`config.mk`:
```
export PLATFORM = sky130hd
export DESIGN_NAME = decimal_number_formatter
export DESIGN_NICKNAME = d
export VERILOG_FILES = /design/src/hw/rtl/dnf_pkg.sv /design/src/hw/rtl/dnf_bcd.sv /design/src/hw/rtl/dnf_seq.sv /design/src/hw/rtl/decimal_number_formatter.sv
export SDC_FILE = /design/constraint.sdc
export NUM_CORES = 1
export LEC_CHECK = 0
export BUFFER_PORTS_ARGS = -buffer_cell sky130_fd_sc_hd__buf_2
export CORE_MARGIN = 3
export CORE_UTILIZATION = 50
export CTS_CLUSTER_SIZE = 16
export DETAILED_ROUTE_END_ITERATION = 7
export PLACE_DENSITY = 0.66
export SYNTH_ARGS = -nofsm -noshare
export SYNTH_HDL_FRONTEND = slang
export SYNTH_SLANG_ARGS = --single-unit
```
`constraint.sdc`:
```
create_clock -name clock -period 6.5 [get_ports clock]
set_input_delay 0.65 -clock clock [delete_from_list [all_inputs] [get_ports clock]]
set_output_delay 0.65 -clock clock [all_outputs]
set_load 0.01 [all_outputs]
```
`src/hw/rtl/dnf_pkg.sv`:
```
// ----------------------------------------------------------------------------
// dnf_pkg
// Shared types and constants of the decimal number formatter: request and
// response payloads, sequencer states and the converter control interface.
// ----------------------------------------------------------------------------
package dnf_pkg;

   // Field widths fixed by the payload format
   localparam int VALUE_W        = 64;
   localparam int ROW_W          = 2;
   localparam int COLUMN_W       = 5;
   localparam int COUNT_W        = 5;
   localparam int BYTE_W         = 8;
   localparam int DIGIT_W        = 4;
   localparam int BIT_CNT_W      = $clog2(VALUE_W);

   // Default number of low decimal digits kept
   localparam int MAX_DIGITS_DEF = 20;

   // Character and command codes
   localparam logic [BYTE_W-1:0] CHAR_ZERO  = 8'h30;
   localparam logic [BYTE_W-1:0] CHAR_SPACE = 8'h20;
   localparam logic [BYTE_W-1:0] CHAR_DOT   = 8'h2E;
   localparam logic [BYTE_W-1:0] CHAR_DASH  = 8'h2D;
   localparam logic              ADDR_FLAG  = 1'b1;

   typedef struct packed {
      logic [VALUE_W-1:0]  value;
      logic [ROW_W-1:0]    row;
      logic [COLUMN_W-1:0] column;
      logic [COUNT_W-1:0]  int_digits;
      logic [COUNT_W-1:0]  frac_digits;
   } req_type;

   typedef struct packed {
      logic [BYTE_W-1:0] out_byte;
      logic              is_data;
      logic              last;
   } rsp_type;

   typedef enum logic [2:0] {
      S_IDLE,
      S_CONV,
      S_ADDR,
      S_SKIP,
      S_INT,
      S_DOT,
      S_FRAC,
      S_DASH
   } seq_state_type;

   // Sequencer to converter
   typedef struct packed {
      logic load;
      logic shift;
   } bcd_ctrl_type;

   // Converter to sequencer
   typedef struct packed {
      logic               busy;
      logic [DIGIT_W-1:0] top_digit;
   } bcd_status_type;

endpackage

```
`src/hw/rtl/dnf_bcd.sv`:
```
// ----------------------------------------------------------------------------
// dnf_bcd
// Bit-serial binary to BCD converter (shift and add 3). One input bit enters
// per cycle; the digit register then shifts out one digit per cycle on shift,
// most significant first. Only the lowest MAX_DIGITS digits are kept.
// ----------------------------------------------------------------------------
module dnf_bcd
   import dnf_pkg::*;
#(
   parameter int MAX_DIGITS = MAX_DIGITS_DEF
) (
   input  logic           clock,
   input  logic           reset,
   input  logic [VALUE_W-1:0] value,
   input  bcd_ctrl_type   ctrl,
   output bcd_status_type status
);

   localparam int BCD_W = MAX_DIGITS * DIGIT_W;

   logic [VALUE_W-1:0]   bin_ff,  bin_in;
   logic [BCD_W-1:0]     bcd_ff,  bcd_in;
   logic [BIT_CNT_W-1:0] bit_cnt_ff, bit_cnt_in;
   logic                 busy_ff, busy_in;
   logic [BCD_W-1:0]     adj;

   // Correct every digit of 5 or more before the doubling shift
   always_comb begin
      for (int i = 0; i < MAX_DIGITS; i++) begin
         if (bcd_ff[i*DIGIT_W +: DIGIT_W] >= DIGIT_W'(5)) begin
            adj[i*DIGIT_W +: DIGIT_W] = bcd_ff[i*DIGIT_W +: DIGIT_W] + DIGIT_W'(3);
         end else begin
            adj[i*DIGIT_W +: DIGIT_W] = bcd_ff[i*DIGIT_W +: DIGIT_W];
         end
      end
   end

   // Load, convert one bit per cycle, or shift out one digit
   always_comb begin
      bin_in     = bin_ff;
      bcd_in     = bcd_ff;
      bit_cnt_in = bit_cnt_ff;
      busy_in    = busy_ff;
      if (ctrl.load) begin
         bin_in     = value;
         bcd_in     = '0;
         bit_cnt_in = '0;
         busy_in    = 1'b1;
      end else if (busy_ff) begin
         bin_in     = {bin_ff[VALUE_W-2:0], 1'b0};
         bcd_in     = {adj[BCD_W-2:0], bin_ff[VALUE_W-1]};
         bit_cnt_in = bit_cnt_ff + BIT_CNT_W'(1);
         if (bit_cnt_ff == BIT_CNT_W'(VALUE_W - 1)) begin
            busy_in = 1'b0;
         end
      end else if (ctrl.shift) begin
         bcd_in = bcd_ff << DIGIT_W;
      end
   end

   always_ff @(posedge clock) begin
      if (reset) begin
         busy_ff    <= 1'b0;
         bit_cnt_ff <= '0;
      end else begin
         busy_ff    <= busy_in;
         bit_cnt_ff <= bit_cnt_in;
      end
      bin_ff <= bin_in;
      bcd_ff <= bcd_in;
   end

   assign status.busy      = busy_ff;
   assign status.top_digit = bcd_ff[BCD_W-1 -: DIGIT_W];

`ifndef ASSERT_OFF
   a_load_starts: assert property (@(posedge clock) disable iff (reset)
      ctrl.load |=> busy_ff)
      else $error("converter did not start on load");
   a_no_shift_busy: assert property (@(posedge clock) disable iff (reset)
      ctrl.shift |-> !busy_ff)
      else $error("digit shift requested during conversion");
   a_conv_ends: assert property (@(posedge clock) disable iff (reset)
      busy_ff && !ctrl.load && bit_cnt_ff == BIT_CNT_W'(VALUE_W - 1) |=> !busy_ff)
      else $error("conversion did not end after the last bit");
`endif

endmodule

```
`src/hw/rtl/dnf_seq.sv`:
```
// ----------------------------------------------------------------------------
// dnf_seq
// Output sequencer: takes a request, starts the converter, then sends the
// cursor address and the character bytes through a one-entry output register.
// ----------------------------------------------------------------------------
module dnf_seq
   import dnf_pkg::*;
#(
   parameter int MAX_DIGITS = MAX_DIGITS_DEF
) (
   input  logic           clock,
   input  logic           reset,
   input  logic           req_valid,
   output logic           req_ready,
   input  req_type        req_data,
   output logic           rsp_valid,
   input  logic           rsp_ready,
   output rsp_type        rsp_data,
   output bcd_ctrl_type   ctrl,
   input  bcd_status_type status
);

   localparam int CW  = $clog2(MAX_DIGITS + 1);
   localparam int TW  = COUNT_W + 1;

   seq_state_type       state_ff, state_in;
   logic [CW-1:0]       cnt_ff, cnt_in;
   logic                blank_ff, blank_in;
   logic [ROW_W-1:0]    row_ff;
   logic [COLUMN_W-1:0] column_ff;
   logic [COUNT_W-1:0]  nint_ff, nfrac_ff;
   rsp_type             rsp_ff, rsp_in;
   logic                rsp_valid_ff, rsp_valid_in;

   logic                req_fire;
   logic                out_free;
   logic                emit;
   logic [TW-1:0]       total;
   logic                too_many;
   logic [TW-1:0]       skip;
   logic [TW-1:0]       skip_m1;
   logic [TW-1:0]       nint_m1;
   logic [TW-1:0]       nfrac_m1;
   logic                blank_now;
   logic [BYTE_W-1:0]   digit_char;

   assign req_fire   = req_valid && req_ready;
   assign out_free   = !rsp_valid_ff || rsp_ready;
   assign total      = {1'b0, nint_ff} + {1'b0, nfrac_ff};
   assign too_many   = total > TW'(MAX_DIGITS);
   assign skip       = TW'(MAX_DIGITS) - total;
   assign skip_m1    = skip - TW'(1);
   assign nint_m1    = {1'b0, nint_ff} - TW'(1);
   assign nfrac_m1   = {1'b0, nfrac_ff} - TW'(1);
   assign blank_now  = blank_ff && status.top_digit == '0 && cnt_ff != '0;
   assign digit_char = CHAR_ZERO | {{(BYTE_W-DIGIT_W){1'b0}}, status.top_digit};

   // Next state
   always_comb begin
      state_in = state_ff;
      case (state_ff)
         S_IDLE: begin
            if (req_valid) state_in = S_CONV;
         end
         S_CONV: begin
            if (!status.busy) state_in = S_ADDR;
         end
         S_ADDR: begin
            if (out_free) begin
               if (too_many)            state_in = S_DASH;
               else if (total == '0)    state_in = S_IDLE;
               else if (skip != '0)     state_in = S_SKIP;
               else if (nint_ff != '0)  state_in = S_INT;
               else                     state_in = S_DOT;
            end
         end
         S_SKIP: begin
            if (cnt_ff == '0) begin
               if (nint_ff != '0) state_in = S_INT;
               else               state_in = S_DOT;
            end
         end
         S_INT: begin
            if (out_free && cnt_ff == '0) begin
               if (nfrac_ff != '0) state_in = S_DOT;
               else                state_in = S_IDLE;
            end
         end
         S_DOT: begin
            if (out_free) state_in = S_FRAC;
         end
         S_FRAC, S_DASH: begin
            if (out_free && cnt_ff == '0) state_in = S_IDLE;
         end
         default: state_in = S_IDLE;
      endcase
   end

   // Outputs, counters and the response register
   always_comb begin
      req_ready       = 1'b0;
      ctrl            = '0;
      cnt_in          = cnt_ff;
      blank_in        = blank_ff;
      emit            = 1'b0;
      rsp_in          = rsp_ff;
      case (state_ff)
         S_IDLE: begin
            req_ready = 1'b1;
            ctrl.load = req_valid;
         end
         S_CONV: begin
            blank_in = 1'b1;
         end
         S_ADDR: begin
            emit            = out_free;
            rsp_in.out_byte = {ADDR_FLAG, row_ff, column_ff};
            rsp_in.is_data  = 1'b0;
            rsp_in.last     = !too_many && total == '0;
            if (too_many)            cnt_in = CW'(MAX_DIGITS - 1);
            else if (skip != '0)     cnt_in = skip_m1[CW-1:0];
            else                     cnt_in = nint_m1[CW-1:0];
         end
         S_SKIP: begin
            ctrl.shift = 1'b1;
            cnt_in     = cnt_ff - CW'(1);
            if (cnt_ff == '0) cnt_in = nint_m1[CW-1:0];
         end
         S_INT: begin
            emit            = out_free;
            ctrl.shift      = out_free;
            rsp_in.out_byte = blank_now ? CHAR_SPACE : digit_char;
            rsp_in.is_data  = 1'b1;
            rsp_in.last     = cnt_ff == '0 && nfrac_ff == '0;
            if (out_free) begin
               blank_in = blank_now;
               cnt_in   = cnt_ff - CW'(1);
            end
         end
         S_DOT: begin
            emit            = out_free;
            rsp_in.out_byte = CHAR_DOT;
            rsp_in.is_data  = 1'b1;
            rsp_in.last     = 1'b0;
            cnt_in          = nfrac_m1[CW-1:0];
         end
         S_FRAC: begin
            emit            = out_free;
            ctrl.shift      = out_free;
            rsp_in.out_byte = digit_char;
            rsp_in.is_data  = 1'b1;
            rsp_in.last     = cnt_ff == '0;
            if (out_free) cnt_in = cnt_ff - CW'(1);
         end
         S_DASH: begin
            emit            = out_free;
            rsp_in.out_byte = CHAR_DASH;
            rsp_in.is_data  = 1'b1;
            rsp_in.last     = cnt_ff == '0;
            if (out_free) cnt_in = cnt_ff - CW'(1);
         end
         default: begin
            req_ready = 1'b0;
         end
      endcase
      if (!emit) rsp_in = rsp_ff;
      if (emit)           rsp_valid_in = 1'b1;
      else if (rsp_ready) rsp_valid_in = 1'b0;
      else                rsp_valid_in = rsp_valid_ff;
   end

   always_ff @(posedge clock) begin
      if (reset) begin
         state_ff     <= S_IDLE;
         rsp_valid_ff <= 1'b0;
         cnt_ff       <= '0;
         blank_ff     <= 1'b0;
      end else begin
         state_ff     <= state_in;
         rsp_valid_ff <= rsp_valid_in;
         cnt_ff       <= cnt_in;
         blank_ff     <= blank_in;
      end
      rsp_ff <= rsp_in;
      if (req_fire) begin
         row_ff    <= req_data.row;
         column_ff <= req_data.column;
         nint_ff   <= req_data.int_digits;
         nfrac_ff  <= req_data.frac_digits;
      end
   end

   assign rsp_valid = rsp_valid_ff;
   assign rsp_data  = rsp_ff;

`ifndef ASSERT_OFF
   a_digits_after_conv: assert property (@(posedge clock) disable iff (reset)
      (state_ff == S_SKIP || state_ff == S_INT || state_ff == S_FRAC) |-> !status.busy)
      else $error("digits read before conversion finished");
   a_last_ends_item: assert property (@(posedge clock) disable iff (reset)
      rsp_valid_ff && rsp_ff.last |->
         (state_ff == S_IDLE || state_ff == S_CONV || state_ff == S_ADDR))
      else $error("sequencer still busy after the last byte");
   a_fire_starts_conv: assert property (@(posedge clock) disable iff (reset)
      req_fire |=> state_ff == S_CONV && status.busy)
      else $error("request did not start a conversion");
`endif

endmodule

```
`src/hw/rtl/decimal_number_formatter.sv`:
```
// ----------------------------------------------------------------------------
// decimal_number_formatter
// Formats an unsigned 64-bit number as display bytes: a cursor address command
// followed by ASCII digits, blanked leading zeros and a point, or by dashes.
//
// Usage:
//   Request channel (req_valid/req_ready/req_data) takes the number, the
//   display row and column and the integer and fraction digit counts.
//   Response channel (rsp_valid/rsp_ready/rsp_data) returns one byte per
//   transfer; is_data is low on the address byte, last marks the final byte.
//   One request is in flight at a time; req_ready is high while idle, even
//   when the final byte of the previous request still waits in the output
//   register.
//   Order: the taken request starts the bit-serial BCD converter; when the
//   conversion ends the address byte is sent, the dropped high digits, if
//   any, are shifted out, and then the character bytes follow one by one.
//   A stalled receiver holds the output register; the sequencer waits.
//   Reset returns the sequencer to idle and clears the output valid.
// ----------------------------------------------------------------------------
module decimal_number_formatter
   import dnf_pkg::*;
#(
   parameter int MAX_DIGITS = MAX_DIGITS_DEF
) (
   input  logic    clock,
   input  logic    reset,
   input  logic    req_valid,
   output logic    req_ready,
   input  req_type req_data,
   output logic    rsp_valid,
   input  logic    rsp_ready,
   output rsp_type rsp_data
);

   bcd_ctrl_type   bcd_ctrl;
   bcd_status_type bcd_status;

   // Bit-serial converter
   dnf_bcd #(
      .MAX_DIGITS (MAX_DIGITS)
   ) u_bcd (
      .clock  (clock),
      .reset  (reset),
      .value  (req_data.value),
      .ctrl   (bcd_ctrl),
      .status (bcd_status)
   );

   // Byte sequencer and output register
   dnf_seq #(
      .MAX_DIGITS (MAX_DIGITS)
   ) u_seq (
      .clock     (clock),
      .reset     (reset),
      .req_valid (req_valid),
      .req_ready (req_ready),
      .req_data  (req_data),
      .rsp_valid (rsp_valid),
      .rsp_ready (rsp_ready),
      .rsp_data  (rsp_data),
      .ctrl      (bcd_ctrl),
      .status    (bcd_status)
   );

endmodule

```
==> results.yml, run 1 <==
timing:
  fmax_mhz: 288
  finalMaxSlewViolations: 0
  slew_headroom: 0.303
  finalSetupTns_ps: 0
  final-hold-violation-count: 0
  finalSetupViolations: 0
  min_period_over_period: 0.533
  fin_ws_ps: 3030
  finalCriticalPeriod_ps: 3470
  grt_setup_unrepaired: "false"
  tightest_slew_ps: 1050
  finalClockSkew_ps: 12.0
finish:
  nets: 1387
  fillers: 1837
  regArea_um2: 4680
  multi_input_area_um2: 5340
  area_growth_pct: 11.9
  final_core_util: 0.574
  diodes: 0
  drive_above_1_share: 0.139
  final_area_um2: 11700
die:
  start_util: 0.513
  die_y_um: 151
  chipWidth_um: 151
  io-pin-count: 97
  die_area_um2: 22700
  row_count: 52
  core_um2: 20400
worst_setup_path:
  crit_path_end_kind: "flip-flop"
  arrival_ps: 3770
  path_cells: "nor3_1 > nand2_2 > buf_4 > inv_4 > buf_4 > nand2_1 > nand2_1"
  slowest_delay_ps: 740
  critPathSlowestCell: "inv_4"
  critPathLaunchType: "flip-flop"
  crit_type: "flip-flop to flip-flop"
  crit_path_max_fanout: 89
  crit_required_ps: 6800
route:
  totalWireLength_um: 22800
  drc: 0
  vias: 8569
  via_per_inst: 5.59
  ant_nets: 0
  first_pass_iters: 5
  avgRoutedWirePerCell_um: 14.9
  drtIter0Drc: 569
clock_tree:
  cts_resized: 0
  clkLatencyLatePin_ps: 440
  clkTransAtPathRegs_ps: 80
  postCtsHoldBufs: 0
  htreeDepth: 4
  cts_buffer_depth: 2
  numCtsBuffers: 17
  cts_setup_buffers: 0
  clkSinkCount: 188
  cts_tree: "yes"
  root_buffer: "clkbuf_16"
grt:
  grt_max_degree: 94
  grt_pass1_vias: 7855
  grtUsageTotal: 0.202
  grt_overflow: 0
  grt_first_pass_wirelength_um: 38000
  antenna_found_initial: 0
yosys:
  ys_seq_elements: 188
  syn_area_um2: 10500
  synth_enable_flop_cells: 91
  ys.flop_type: "dfxtp_1"
  synthArstFlopShare: 0
  synth_area_leaders: "edfxtp_1 (26%), dfxtp_1 (19%), nand2_1 (9.1%)"
  yosysTopAreaCellShare: 0.261
  yosysMostFrequentCell: "nand2_1"
  yosysWarnings: 0
  ys_types: 68
  syn_nets: 1332
  syn_inst: 1194
  ys_seq_area_frac: 0.446
  synth_area_leader_cell: "edfxtp_1"
  yosys-top-cells-count: "nand2_1 (255), dfxtp_1 (97), edfxtp_1 (91)"
  postSynthAreaPerCell_um2: 8.78
status:
  status: "finished clean"
place:
  place.gp.congestion: 0.844
  port_buffers: 96
  hpwl_um: 14600
  placed_cell_area_um2: 11100
  post-place-ws_ps: 3030
pwr:
  ir_drop_uv: 213
  seq_power_share: 0.424
  finalPower_mw: 4.41
  pwr_density_cell_nw_per_um2: 376
  p_comb_frac: 0.329
  p_leak_nw: 4.61
  swShare: 0.377
  p_int_mw: 2.75
  clkPwrFrac: 0.247
  p_switching_mw: 1.66
flow_run:
  drv_cap: 0
worst_hold_path:
  hold_path_class: "primary input to flip-flop"
## cells by family (layout without fill, tap and decap cells)
family / Yosys count / count (layout) / share of synthesized area
AOI/OAI and AO/OA: 325 / 325 / 0.204
xor gates and xnor gates: 38 / 38 / 0.0317
adders and majority gates: 53 / 53 / 0.0640
buffers and inverters: 123 / 191 / 0.0462
DFF: 188 / 188 / 0.446
muxes: 25 / 25 / 0.0261
and+or+nand+nor: 442 / 442 / 0.183
## cells in the final DEF (no fill, tap or decap), drive strengths merged, types with 3 or more instances in the layout
master / n
nand2: 255
buf: 104
dfxtp: 97
edfxtp: 91
o21ai: 91
nor2: 84
a21oi: 74
a211oi: 67
inv: 62
ha: 52
xnor2: 31
nand2b: 27
nor3: 25
o211ai: 20
mux2: 19
clkbuf: 17
a32oi: 16
a32o: 15
nor2b: 9
nand3: 9
xor2: 7
a31oi: 7
nor3b: 6
a21o: 6
mux2i: 6
nor4: 6
clkinv: 6
nand4: 5
o22a: 3
or2: 3
and2: 3
## area by class of cell
type / count / area share
multi-input combinational: 883 / 0.455
sequential: 188 / 0.399
timing repair buffer: 104 / 0.0461
clock buffer: 17 / 0.0363
tap: 270 / 0.0288
inverter: 55 / 0.0178
clock inverter: 15 / 0.0176
## routing by layer
layer | track usage | wire length (um) | share of wire
met3 | 0.0374 | 954 | 0.042
met1 | 0.283 | 10900 | 0.48
met4 | 0.0417 | 168 | 0.0074
met2 | 0.329 | 10800 | 0.47
met5 | 0 | 0 | 0
## power groups by stage
stage                     logic [mW]  registers (mW)  clock network, mW
after floorplan                 1.19            1.80                  0
final                           1.45            1.87               1.09
after global routing            1.67            1.92               1.16
after global placement          1.42            1.89                  0
after CTS                       1.46            1.87               1.12
after detailed placement        1.45            1.89                  0
## through the flow
stage                     instances  hold WS (ps)
after floorplan                1194           475
after global placement         1500           489
after detailed placement       1500           493
after CTS                      1532           366
after global routing           1532           359
final                          1532           384
## sequential cells by signal (all words and copies together), names as in the netlist
name,count
u_seq.rsp_valid,1
u_seq.nfrac_ff,5
u_seq.state_ff,3
u_seq.row_ff,2
u_bcd.bcd_ff,80
u_seq.nint_ff,5
u_seq.column_ff,5
u_seq.blank_ff,1
u_bcd.bit_cnt_ff,6
u_seq.rsp_data,10
u_bcd.busy_ff,1
u_bcd.bin_ff,64
u_seq.cnt_ff,5
## final timing paths
kind / to / start / depth (start not counted) / slack (ps)
worst max-delay path: u_bcd.bin_ff[58] / u_seq.state_ff[2] / 7 / 3030
worst max register to register: u_bcd.bin_ff[58] / u_seq.state_ff[2] / 7 / 3030
worst min-delay path: u_seq.nint_ff[2] / req_data[7] / 1 / 380
worst min register to register: u_seq.blank_ff / u_seq.blank_ff / 2 / 500
## critical path, delay by kind of cell (launching register included)
kind,cells,cell delay [ps]
buffers and inverters,3,1770
flip-flops,1,580
AND/OR/NAND/NOR,4,870
Note: power is estimated with default switching activity, not from simulation.
==> run 2, diff against run 1 <==
--- a/config.mk
+++ b/config.mk
@@ -10,7 +10,7 @@
 export CORE_UTILIZATION = 50
 export CTS_CLUSTER_SIZE = 16
 export DETAILED_ROUTE_END_ITERATION = 7
-export PLACE_DENSITY = 0.66
+export PLACE_DENSITY = 0.69
 export SYNTH_ARGS = -nofsm -noshare
 export SYNTH_HDL_FRONTEND = slang
 export SYNTH_SLANG_ARGS = --single-unit
==> constraint.sdc (replaced) <==
create_clock -name clock -period 3 [get_ports clock]
set_input_delay 0.3 -clock clock [delete_from_list [all_inputs] [get_ports clock]]
set_output_delay 0.3 -clock clock [all_outputs]
set_load 0.01 [all_outputs]
==> run 2 against run 1 <==
  * Non-clock buffer count grew 17
  * Largest power group unchanged
  * Critical path type unchanged
  * Via count up 1.4%
  * Critical path depth up 4
==> results.yml, run 2 (synthesized netlist as in run 1, its figures left out) <==
route:
  via_per_inst: 5.61
  ant_nets: 0
  first_pass_iters: 5
  totalWireLength_um: 23400
  drtIter0Drc: 619
  avgRoutedWirePerCell_um: 15.1
  drc: 0
  vias: 8693
timing:
  fmax_mhz: 349
  finalSetupViolations: 0
  finalMaxSlewViolations: 0
  final-hold-violation-count: 0
  fin_ws_ps: 138
  grt_setup_unrepaired: "false"
  finalCriticalPeriod_ps: 2860
  tightest_slew_ps: 916
  min_period_over_period: 0.954
  finalSetupTns_ps: 0
  slew_headroom: 0.387
  finalClockSkew_ps: 10.9
die:
  row_count: 52
  core_um2: 20400
  start_util: 0.513
  die_y_um: 151
  chipWidth_um: 151
  io-pin-count: 97
  die_area_um2: 22700
clock_tree:
  cts_buffer_depth: 2
  numCtsBuffers: 17
  postCtsHoldBufs: 0
  clkLatencyLatePin_ps: 440
  root_buffer: "clkbuf_16"
  clkTransAtPathRegs_ps: 80
  htreeDepth: 4
  cts_tree: "yes"
  clkSinkCount: 188
finish:
  largest_register_ffs: 80
  nets: 1404
  final_common_cell: "nand2_1"
  largest_register: "u_bcd.bcd_ff"
  drive_above_1_share: 0.159
  fillers: 1804
  most-common-layout-cells: "nand2_1 (252), buf_2 (96), dfxtp_1 (96)"
  final-instance-count-excl-fill: 1549
  diodes: 0
  final_core_util: 0.586
  area_growth_pct: 14.1
pwr:
  p_leak_nw: 4.73
  ir_drop_uv: 427
  finalPower_mw: 9.69
  pwr_density_cell_nw_per_um2: 810
worst_setup_path:
  crit_type: "flip-flop to flip-flop"
  crit_path_end_kind: "flip-flop"
  crit_path_max_fanout: 4
  critPathLaunchType: "flip-flop"
  slowest_delay_ps: 420
  critPathSlowestCell: "edfxtp_1"
  path_cells: "ha_1 > a211oi_2 > nor2_2 > xnor2_2 > ha_1 > nor2_1 > xnor2_2 > xor2_2 > nor3_4 > a21o_1 > a311oi_1"
  crit_required_ps: 3350
  arrival_ps: 3210
grt:
  grt_first_pass_wirelength_um: 38300
  met2_usage: 0.339
  grtUsageTotal: 0.203
  grt_max_degree: 120
  antenna_found_initial: 0
  met1_usage: 0.276
  grt_overflow: 0
  grt-busiest-layer: "met2"
  grt_pass1_vias: 8062
  grt_util_met3: 0.0377
place:
  post-place-ws_ps: 55.4
  port_buffers: 96
  dp_cells: 1514
  place.gp.congestion: 0.870
  hpwl_um: 15500
worst_hold_path:
  hold_path_class: "primary input to flip-flop"
status:
  status: "finished clean"
flow_run:
  drv_cap: 0
==> run 2: changes by cell type in the layout (fill, tap and decap cells not counted), sizes merged <==
cell / delta
clkinvlp: -1
inv: +1
clkinv: +1
bufinv: -1
buf: +17
==> run 2: final cells by class <==
type	count	area (um2)	share of cell area
clock inverters	15	179	0.0150
inverters	55	209	0.0175
repair buffers	121	743	0.0621
clock buffers	17	425	0.0355
flip-flops and latches	188	4680	0.391
well taps	270	338	0.0282
multi-input cells	883	5400	0.451
==> run 2: through the flow <==
step,instance area (um2),hold WS (ps)
finish,12000,36.2
global route,12000,16.4
CTS,11900,16.3
detailed placement,11300,479
global placement,11300,478
floorplan,10500,399
==> run 2: what timing repair did <==
item,4_1_cts,5_1_grt
buffers inserted,0,3
gates resized for setup,0,12
setup endpoints to repair,0,8
==> run 2: path summary, 6_finish.rpt <==
check,end,startpoint,cells after the start,slack [ps]
setup reg to reg,u_seq.cnt_ff[0],u_seq.nfrac_ff[1],11,140
setup / recovery,u_seq.cnt_ff[0],u_seq.nfrac_ff[1],11,140
hold reg to reg,u_bcd.bin_ff[53],u_bcd.bin_ff[52],2,510
hold / removal,u_seq.nfrac_ff[0],req_data[0],1,40
==> run 2: power breakdown <==
group	internal [mW]	switching (mW)
Combinational	1.39	2.01
Clock	1.14	1.15
Sequential	3.49	0.517
==> run 2: critical path: cells and delay by family (launching register included) <==
kind / cells / cell delay (ps)
DFF: 1 / 420
adders and majority gates: 2 / 570
AOI/OAI and AO/OA: 3 / 720
xor gates and xnor gates: 3 / 630
and+or+nand+nor: 3 / 430
==> run 2: metal layers <==
layer | vias to the layer above | share of wire
li1 | 4396 | -
met1 | 4111 | 0.46
met2 | 167 | 0.48
met3 | 19 | 0.042
met4 | 0 | 0.0094
met5 | - | 0
